<file path="src/rtl/bioa_pkg.sv">
// ----------------------------------------------------------------------------
// bioa_pkg
// Shared types and constants of the block item offset allocator.
// ----------------------------------------------------------------------------
package bioa_pkg;

   localparam int unsigned LEN_W = 24;
   localparam int unsigned CNT_W = 23;

   localparam logic [LEN_W-1:0] HEADER_BYTES     = 24'd8;
   localparam logic [LEN_W-1:0] KEY_SPACE_BYTES  = 24'd8;
   localparam logic [LEN_W-1:0] NARROW_LIMIT     = 24'd64512;
   localparam int unsigned      WIDE_ENTRY_BYTES = 3;

   localparam logic [LEN_W-1:0] BUFFER_BYTES_RST = 24'd32768;
   localparam int unsigned      TABLE_BYTES_RST  = 16384;
   localparam logic [CNT_W-1:0] NARROW_LIM_RST   = CNT_W'(TABLE_BYTES_RST / 2);
   localparam logic [CNT_W-1:0] WIDE_LIM_RST     = CNT_W'(TABLE_BYTES_RST / WIDE_ENTRY_BYTES);

   // reciprocal for table_bytes / WIDE_ENTRY_BYTES, exact for 24-bit inputs
   localparam int unsigned      RECIP_SHIFT = 25;
   localparam logic [24:0]      WIDE_RECIP  =
      25'(((64'd1 << RECIP_SHIFT) + WIDE_ENTRY_BYTES - 1) / WIDE_ENTRY_BYTES);

   localparam int unsigned      CSR_IDX_W = 2;
   localparam logic [CSR_IDX_W-1:0] CSR_BUFFER_BYTES      = 2'd0;
   localparam logic [CSR_IDX_W-1:0] CSR_TABLE_BYTES       = 2'd1;
   localparam logic [CSR_IDX_W-1:0] CSR_RESERVE_KEY_SPACE = 2'd2;

   typedef enum logic [1:0] {
      FUNC_START  = 2'd0,
      FUNC_APPEND = 2'd1,
      FUNC_FINISH = 2'd2,
      FUNC_NONE   = 2'd3
   } func_type;

   typedef struct packed {
      func_type         func;
      logic [LEN_W-1:0] record_length;
   } req_type;

   typedef struct packed {
      logic             accepted;
      logic [LEN_W-1:0] record_offset;
      logic             wide_entries;
      logic [CNT_W-1:0] records_held;
      logic [LEN_W-1:0] formed_length;
   } rsp_type;

   typedef struct packed {
      logic [LEN_W-1:0] buffer_bytes;
      logic [CNT_W-1:0] narrow_limit;
      logic [CNT_W-1:0] wide_limit;
      logic             reserve_key_space;
   } cfg_type;

endpackage

</file>
<file path="src/rtl/bioa_cfg.sv">
// ----------------------------------------------------------------------------
// bioa_cfg
// Configuration registers; table entry limits are worked out at write time.
// ----------------------------------------------------------------------------
module bioa_cfg
   import bioa_pkg::*;
(
   input  logic                 clock,
   input  logic                 reset,
   input  logic                 csr_we,
   input  logic [CSR_IDX_W-1:0] csr_index,
   input  logic [LEN_W-1:0]     csr_wdata,
   output cfg_type              cfg
);

   cfg_type     cfg_ff;
   cfg_type     cfg_in;
   logic [48:0] recip_prod;

   assign recip_prod = 49'(csr_wdata) * 49'(WIDE_RECIP);

   always_comb begin
      cfg_in = cfg_ff;
      if (csr_we) begin
         unique case (csr_index)
            CSR_BUFFER_BYTES: begin
               cfg_in.buffer_bytes = csr_wdata;
            end
            CSR_TABLE_BYTES: begin
               cfg_in.narrow_limit = csr_wdata[LEN_W-1:1];
               cfg_in.wide_limit   = recip_prod[RECIP_SHIFT+CNT_W-1:RECIP_SHIFT];
            end
            CSR_RESERVE_KEY_SPACE: begin
               cfg_in.reserve_key_space = csr_wdata[0];
            end
            default: begin
               cfg_in = cfg_ff;
            end
         endcase
      end
   end

   always_ff @(posedge clock) begin
      if (reset) begin
         cfg_ff.buffer_bytes      <= BUFFER_BYTES_RST;
         cfg_ff.narrow_limit      <= NARROW_LIM_RST;
         cfg_ff.wide_limit        <= WIDE_LIM_RST;
         cfg_ff.reserve_key_space <= 1'b0;
      end else begin
         cfg_ff <= cfg_in;
      end
   end

   assign cfg = cfg_ff;

endmodule

</file>
<file path="src/rtl/bioa_core.sv">
// ----------------------------------------------------------------------------
// bioa_core
// Allocator state and the single-pass start / append / finish logic.
// ----------------------------------------------------------------------------
module bioa_core
   import bioa_pkg::*;
(
   input  logic    clock,
   input  logic    reset,
   input  cfg_type cfg,
   input  logic    fire,
   input  req_type req,
   output rsp_type rsp
);

   logic [LEN_W-1:0] write_offset_ff, write_offset_in;
   logic [LEN_W-1:0] data_bytes_ff,   data_bytes_in;
   logic [CNT_W-1:0] record_count_ff, record_count_in;
   logic [CNT_W-1:0] count_limit_ff,  count_limit_in;
   logic             wide_mode_ff,    wide_mode_in;

   logic [LEN_W:0]   new_len;
   logic [LEN_W+1:0] new_even;
   logic [LEN_W+2:0] narrow_total;
   logic [LEN_W:0]   wide_tab;
   logic [LEN_W+1:0] wide_tab_even;
   logic [LEN_W+2:0] wide_total;
   logic             narrow_path;
   logic             append_ok;
   logic [LEN_W:0]   fin_tab;
   logic [LEN_W+1:0] fin_tab_even;
   logic [LEN_W:0]   fin_data_even;
   logic [LEN_W+2:0] formed;
   logic [LEN_W-1:0] key_bytes;

   assign new_len  = {1'b0, data_bytes_ff} + {1'b0, req.record_length};
   assign new_even = ({1'b0, new_len} + (LEN_W+2)'(1)) & ~(LEN_W+2)'(1);

   assign narrow_total = (LEN_W+3)'(HEADER_BYTES) + (LEN_W+3)'(new_even)
                       + (LEN_W+3)'({record_count_ff, 1'b0}) + (LEN_W+3)'(2);

   // table size once this record is in, wide entries
   assign wide_tab      = (LEN_W+1)'(record_count_ff) * (LEN_W+1)'(WIDE_ENTRY_BYTES)
                        + (LEN_W+1)'(WIDE_ENTRY_BYTES);
   assign wide_tab_even = ({1'b0, wide_tab} + (LEN_W+2)'(1)) & ~(LEN_W+2)'(1);
   assign wide_total    = (LEN_W+3)'(HEADER_BYTES) + (LEN_W+3)'(new_even)
                        + (LEN_W+3)'(wide_tab_even);

   assign narrow_path = !wide_mode_ff && (write_offset_ff <= NARROW_LIMIT);

   always_comb begin
      append_ok = 1'b0;
      if (record_count_ff < count_limit_ff) begin
         if (narrow_path) begin
            append_ok = narrow_total <= (LEN_W+3)'(cfg.buffer_bytes);
         end else begin
            // a rejected append never widens the table
            append_ok = (wide_total <= (LEN_W+3)'(cfg.buffer_bytes))
                     && (wide_mode_ff || (record_count_ff < cfg.wide_limit));
         end
      end
   end

   assign fin_tab       = wide_mode_ff ?
                          (LEN_W+1)'(record_count_ff) * (LEN_W+1)'(WIDE_ENTRY_BYTES) :
                          (LEN_W+1)'({record_count_ff, 1'b0});
   assign fin_tab_even  = ({1'b0, fin_tab} + (LEN_W+2)'(1)) & ~(LEN_W+2)'(1);
   assign fin_data_even = ({1'b0, data_bytes_ff} + (LEN_W+1)'(1)) & ~(LEN_W+1)'(1);
   assign formed        = (LEN_W+3)'(HEADER_BYTES) + (LEN_W+3)'(fin_data_even)
                        + (LEN_W+3)'(fin_tab_even);

   assign key_bytes = cfg.reserve_key_space ? KEY_SPACE_BYTES : '0;

   always_comb begin
      write_offset_in     = write_offset_ff;
      data_bytes_in       = data_bytes_ff;
      record_count_in     = record_count_ff;
      count_limit_in      = count_limit_ff;
      wide_mode_in        = wide_mode_ff;
      rsp.accepted        = 1'b0;
      rsp.record_offset   = '0;
      rsp.formed_length   = '0;
      unique case (req.func)
         FUNC_START: begin
            data_bytes_in   = key_bytes;
            write_offset_in = HEADER_BYTES + key_bytes;
            record_count_in = '0;
            count_limit_in  = cfg.narrow_limit;
            wide_mode_in    = 1'b0;
            rsp.accepted    = 1'b1;
         end
         FUNC_APPEND: begin
            if (append_ok) begin
               write_offset_in   = write_offset_ff + req.record_length;
               data_bytes_in     = new_len[LEN_W-1:0];
               record_count_in   = record_count_ff + CNT_W'(1);
               rsp.accepted      = 1'b1;
               rsp.record_offset = write_offset_ff;
               if (!narrow_path) begin
                  wide_mode_in = 1'b1;
                  if (!wide_mode_ff) begin
                     count_limit_in = cfg.wide_limit;
                  end
               end
            end
         end
         FUNC_FINISH: begin
            rsp.accepted      = 1'b1;
            rsp.formed_length = (formed > (LEN_W+3)'({LEN_W{1'b1}})) ?
                                {LEN_W{1'b1}} : formed[LEN_W-1:0];
         end
         FUNC_NONE: begin
            rsp.accepted = 1'b0;
         end
      endcase
      rsp.wide_entries = wide_mode_in;
      rsp.records_held = record_count_in;
   end

   always_ff @(posedge clock) begin
      if (reset) begin
         write_offset_ff <= HEADER_BYTES;
         data_bytes_ff   <= '0;
         record_count_ff <= '0;
         count_limit_ff  <= '0;
         wide_mode_ff    <= 1'b0;
      end else if (fire) begin
         write_offset_ff <= write_offset_in;
         data_bytes_ff   <= data_bytes_in;
         record_count_ff <= record_count_in;
         count_limit_ff  <= count_limit_in;
         wide_mode_ff    <= wide_mode_in;
      end
   end

endmodule

</file>
<file path="src/rtl/block_item_offset_allocator_core.sv">
// ----------------------------------------------------------------------------
// block_item_offset_allocator_core
// Gives byte offsets for records packed into a fixed-size storage block.
// ----------------------------------------------------------------------------
//  channel | direction | handshake            | payload
//  req_    | in        | req_valid, req_stall | func, record_length
//  rsp_    | out       | rsp_valid, rsp_stall | accepted, record_offset,
//          |           |                      | wide_entries, records_held,
//          |           |                      | formed_length
//  csr_    | in        | csr_we               | csr_index, csr_wdata
//
// one request per cycle sustained unless rsp_stall holds a valid result;
// a taken request is registered, then fires into the result register on
// the rsp_ ports as the allocator state updates. reset is synchronous and
// resets state and limits and clears both valid flags. req_stall rises only
// when the request register is full and a stalled result holds its register.
// ----------------------------------------------------------------------------
module block_item_offset_allocator_core
   import bioa_pkg::*;
(
   input  logic                 clock,
   input  logic                 reset,

   input  logic                 req_valid,
   output logic                 req_stall,
   input  logic [1:0]           req_func,
   input  logic [LEN_W-1:0]     req_record_length,

   output logic                 rsp_valid,
   input  logic                 rsp_stall,
   output logic                 rsp_accepted,
   output logic [LEN_W-1:0]     rsp_record_offset,
   output logic                 rsp_wide_entries,
   output logic [CNT_W-1:0]     rsp_records_held,
   output logic [LEN_W-1:0]     rsp_formed_length,

   input  logic                 csr_we,
   input  logic [CSR_IDX_W-1:0] csr_index,
   input  logic [LEN_W-1:0]     csr_wdata
);

   cfg_type cfg;
   req_type req_ff, req_in;
   logic    req_valid_ff;
   rsp_type rsp_ff, rsp_next;
   logic    rsp_valid_ff;
   logic    out_free;
   logic    fire;

   bioa_cfg u_cfg (
      .clock     (clock),
      .reset     (reset),
      .csr_we    (csr_we),
      .csr_index (csr_index),
      .csr_wdata (csr_wdata),
      .cfg       (cfg)
   );

   bioa_core u_core (
      .clock (clock),
      .reset (reset),
      .cfg   (cfg),
      .fire  (fire),
      .req   (req_ff),
      .rsp   (rsp_next)
   );

   assign out_free  = !rsp_valid_ff || !rsp_stall;
   assign fire      = req_valid_ff && out_free;
   assign req_stall = req_valid_ff && !out_free;

   assign req_in.func          = func_type'(req_func);
   assign req_in.record_length = req_record_length;

   always_ff @(posedge clock) begin
      if (reset) begin
         req_valid_ff <= 1'b0;
      end else if (!req_stall) begin
         req_valid_ff <= req_valid;
      end
   end

   always_ff @(posedge clock) begin
      if (!req_stall && req_valid) begin
         req_ff <= req_in;
      end
   end

   always_ff @(posedge clock) begin
      if (reset) begin
         rsp_valid_ff <= 1'b0;
      end else if (out_free) begin
         rsp_valid_ff <= req_valid_ff;
      end
   end

   always_ff @(posedge clock) begin
      if (fire) begin
         rsp_ff <= rsp_next;
      end
   end

   assign rsp_valid         = rsp_valid_ff;
   assign rsp_accepted      = rsp_ff.accepted;
   assign rsp_record_offset = rsp_ff.record_offset;
   assign rsp_wide_entries  = rsp_ff.wide_entries;
   assign rsp_records_held  = rsp_ff.records_held;
   assign rsp_formed_length = rsp_ff.formed_length;

endmodule

</file>
<file path="config.mk">
export PLATFORM = sky130hd
export DESIGN_NAME = block_item_offset_allocator_core
export DESIGN_NICKNAME = d
export VERILOG_FILES = /design/src/rtl/bioa_pkg.sv /design/src/rtl/bioa_cfg.sv /design/src/rtl/bioa_core.sv /design/src/rtl/block_item_offset_allocator_core.sv
export SDC_FILE = /design/constraint.sdc
export NUM_CORES = 2
export LEC_CHECK = 0
export ABC_AREA = 1
export BUFFER_PORTS_ARGS = -buffer_cell sky130_fd_sc_hd__buf_2
export CAP_MARGIN = 15
export CORE_UTILIZATION = 54
export DETAILED_ROUTE_END_ITERATION = 10
export GPL_TIMING_DRIVEN = 0
export PLACE_DENSITY = 0.77
export SLEW_MARGIN = 40
export SYNTH_ARGS = -nofsm -noshare
export SYNTH_HDL_FRONTEND = slang
export SYNTH_SLANG_ARGS = --single-unit
</file>
<file path="constraint.sdc">
create_clock -name clock -period 6.25 [get_ports clock]
set_clock_uncertainty 0.05 [all_clocks]
set_input_delay 0.9375 -clock clock [delete_from_list [all_inputs] [get_ports clock]]
set_output_delay 0.9375 -clock clock [all_outputs]
set_load 0.02 [all_outputs]
</file>
==> flow_summary.yaml <==
status:
  outcome: "finished, violations left"
  violations: "negative setup slack"
finish:
  fill_cells: 5247
  nets: 5805
  area_growth_pct: 19.5
  fin_cells: 5878
  fin_util_pct: 65.4
  drive_gt1_share_pct: 17.5
place:
  place_hpwl_um: 88000
  dp_cells: 5692
  place_congestion: 1.01
  numPortBuffers: 131
  dpl_worst_slack_ns: -1.95
setup_path:
  crit_path_max_incr_delay_ns: 0.50
  path_class: "register to register"
  required_ns: 6.65
  crit_path_end_kind: "register"
  cpMaxStageDelayCell: "edfxtp_1"
  cpMostUsedCell: "buf_6"
  cp_max_fo: 10
  critPathLaunchType: "register"
  cp_data_arrival_time_ns: 7.61
synth:
  postSynthAreaPerCell_um2: 7.33
  synthCells: 4711
  yosysTopAreaCellShare_pct: 18.7
  yosys.area.top_type: "ha_1"
  synthFlopType: "dfxtp_1"
  synth.cell_area_um2: 34500
  yosysSeqAreaShare_pct: 18.4
  synth.distinct_cells: 62
  synth_seq_cells: 267
  synth_edf_count: 99
  ys_warn_count: 0
  yosys-top-cells-area: "ha_1 19%, fa_1 13%, nand2_1 10%"
  syn_nets: 5509
  ys_async_sr_fraction_pct: 0
grt:
  grt_overflow: 0
  grt_usage_pct: 33.8
  grt_start_max_net_pins: 47
  grt_pass1_wl_um: 168000
  grt_pass1_vias: 30872
  antenna_found_initial: 2
floorplan:
  io_pins: 132
  dieArea_um2: 64900
  die_w_um: 255
  row_count: 92
  die_y_um: 255
  coreArea_um2: 63100
  initial_core_util_pct: 54.7
min_path:
  hold_class: "primary input to register"
detailed_routing:
  drtPass1Iterations: 5
  wire_per_inst_um: 19.6
  drc: 0
  ant_nets: 0
  drt-total-wl_um: 115000
  drt_iter0_markers: 2770
  via_count: 33007
  viasPerCell: 5.62
clocking:
  cts-root-buf: "clkbuf_16"
  clkSlewWorstSetupHoldPaths_ns: 0.08
  cts_sinks: 267
  htree_levels: 1
  insertion_delay_ns: 0.64
  tritoncts: "done"
  hold_buffers: 0
  cts_buffer_depth: 3
  numCtsBuffers: 31
timing:
  period_minus_slack_ns: 7.21
  fmaxAchievable_ghz: 0.139
  slew_headroom_pct: 32.3
  slew_viol_final: 0
  rsz0062_at_grt: "yes"
  setup_viol: 149
  hold_slack_ns: 0.423
  tightest_slew_ns: 1.01
  finalHoldViolCount: 0
  fin_ws_ns: -0.959
  post-route-period-util_pct: 115
power:
  power_leakage_nw: 20.5
  p_per_area_nw_per_um2: 561
  max-vdd-ir-drop_mv: 1.69
job:
  drv_cap: 0
[sequential cells by signal (all words and copies together) (netlist names), 23 cells and up]
name and flops:
req_ff 26, rsp_formed_length 24, rsp_record_offset 24, rsp_records_held 23, u_cfg.cfg 71, u_core.count_limit_ff 23, u_core.data_bytes_ff 24, u_core.record_count_ff 23
u_core.write_offset_ff 24
[final cells by class]
class	instances	area (um2)	share of cell area [%]
repair buffers	262	1870	4.55
inverters	940	3540	8.59
clock buffers	39	870	2.11
flip-flops and latches	267	6370	15.4
plain buffers	85	489	1.19
diodes	1	2.50	0.00607
clock inverters	18	175	0.425
multi-input cells	3420	26900	65.1
well taps	846	1060	2.57
[per-stage QoR]
stage | power [mW] | cell area [um2] | TNS (ns)
6_report | 23.1 | 41200 | -127.83
5_1_grt | 24.7 | 41200 | -174.33
4_1_cts | 18.8 | 39000 | -100.44
3_5_place_dp | 16.4 | 36400 | -285.65
3_3_place_gp | 16.1 | 36400 | -282.02
2_1_floorplan | 12.4 | 34600 | -0.0220
[cells by family after synthesis]
| family | count (synthesis) | synth area share [%] |
|---|---|---|
| and+or+nand+nor | 1738 | 21.6 |
| xor gates and xnor gates | 205 | 5.22 |
| other | 1 | 0.0109 |
| adders and majority gates | 741 | 31.8 |
| AOI/OAI and AO/OA | 734 | 11.7 |
| buffers and inverters | 1025 | 11.3 |
| DFF | 267 | 18.4 |
[what timing repair did]
action,in CTS,in global routing
setup endpoints to repair,185,189
cloned,6,1
pin swaps,82,190
setup buffers,57,64
resized for setup,232,412
[power breakdown]
group | internal (mW) | switching [mW]
sequential | 1.95 | 0.141
combinational | 7.65 | 11.5
clock | 1.04 | 0.832
[layer usage]
layer	track usage (%)	wire, um
met5	0	16
met1	42.7	44600
met3	5.49	10400
met2	54.6	51900
met4	19.2	8040
[synth_stat cells, drive strengths merged, types with 3 or more instances]
library cell,number
o221ai,7
a21o,8
dfxtp,168
nand4,60
a21oi,376
o21a,15
o21ai,240
xnor2,62
nor2,352
and2,3
xor2,143
o211ai,23
nor4,23
a31o,6
fa,226
a21boi,8
o21bai,7
nand3,260
buf,20
ha,515
edfxtp,99
inv,939
a31oi,22
nor3b,3
a211oi,7
nand2,948
clkbuf,65
or2,24
nor3,56
nand3b,7
o31ai,3
[final timing paths]
kind / to / from / slack [ns] / cells after the start
setup / recovery: rsp_record_offset[4] / req_ff[0] / -0.96 / 38
hold reg to reg: u_cfg.cfg[37] / u_cfg.cfg[37] / 0.46 / 2
setup reg to reg: rsp_record_offset[4] / req_ff[0] / -0.96 / 38
hold / removal: req_ff[18] / req_record_length[18] / 0.42 / 1
[worst max-delay path, delay by kind of cell, from the launching register on]
kind / cells / cell delay [ns]
and+or+nand+nor: 17 / 2.58
adders and majority gates: 5 / 1.62
AOI/OAI and AO/OA: 6 / 0.94
buffers and inverters: 8 / 0.93
DFF: 1 / 0.50
xor gates and xnor gates: 2 / 0.38
[layout by cell type, fill, tap and decap left out, types with 13 or more instances in the layout]
cell type / count
nor3_1: 47
nor4_1: 17
xor2_1: 120
o211ai_1: 23
buf_6: 35
ha_1: 440
nand2_1: 880
nor2_1: 283
nor2_2: 42
nor2_4: 26
a21oi_2: 59
a31oi_1: 13
o21ai_2: 20
nand3_1: 205
buf_4: 120
o21ai_0: 193
inv_2: 50
clkbuf_16: 34
o21ai_1: 25
nand4_1: 60
dfxtp_1: 154
a21oi_1: 312
nand3_2: 47
ha_4: 67
inv_1: 886
xnor2_1: 51
o21a_1: 15
xor2_2: 13
buf_2: 113
edfxtp_1: 99
fa_1: 211
nand2_2: 55
clkbuf_1: 60
fa_2: 15
or2_2: 19
Note: power is estimated with default switching activity, not from simulation.
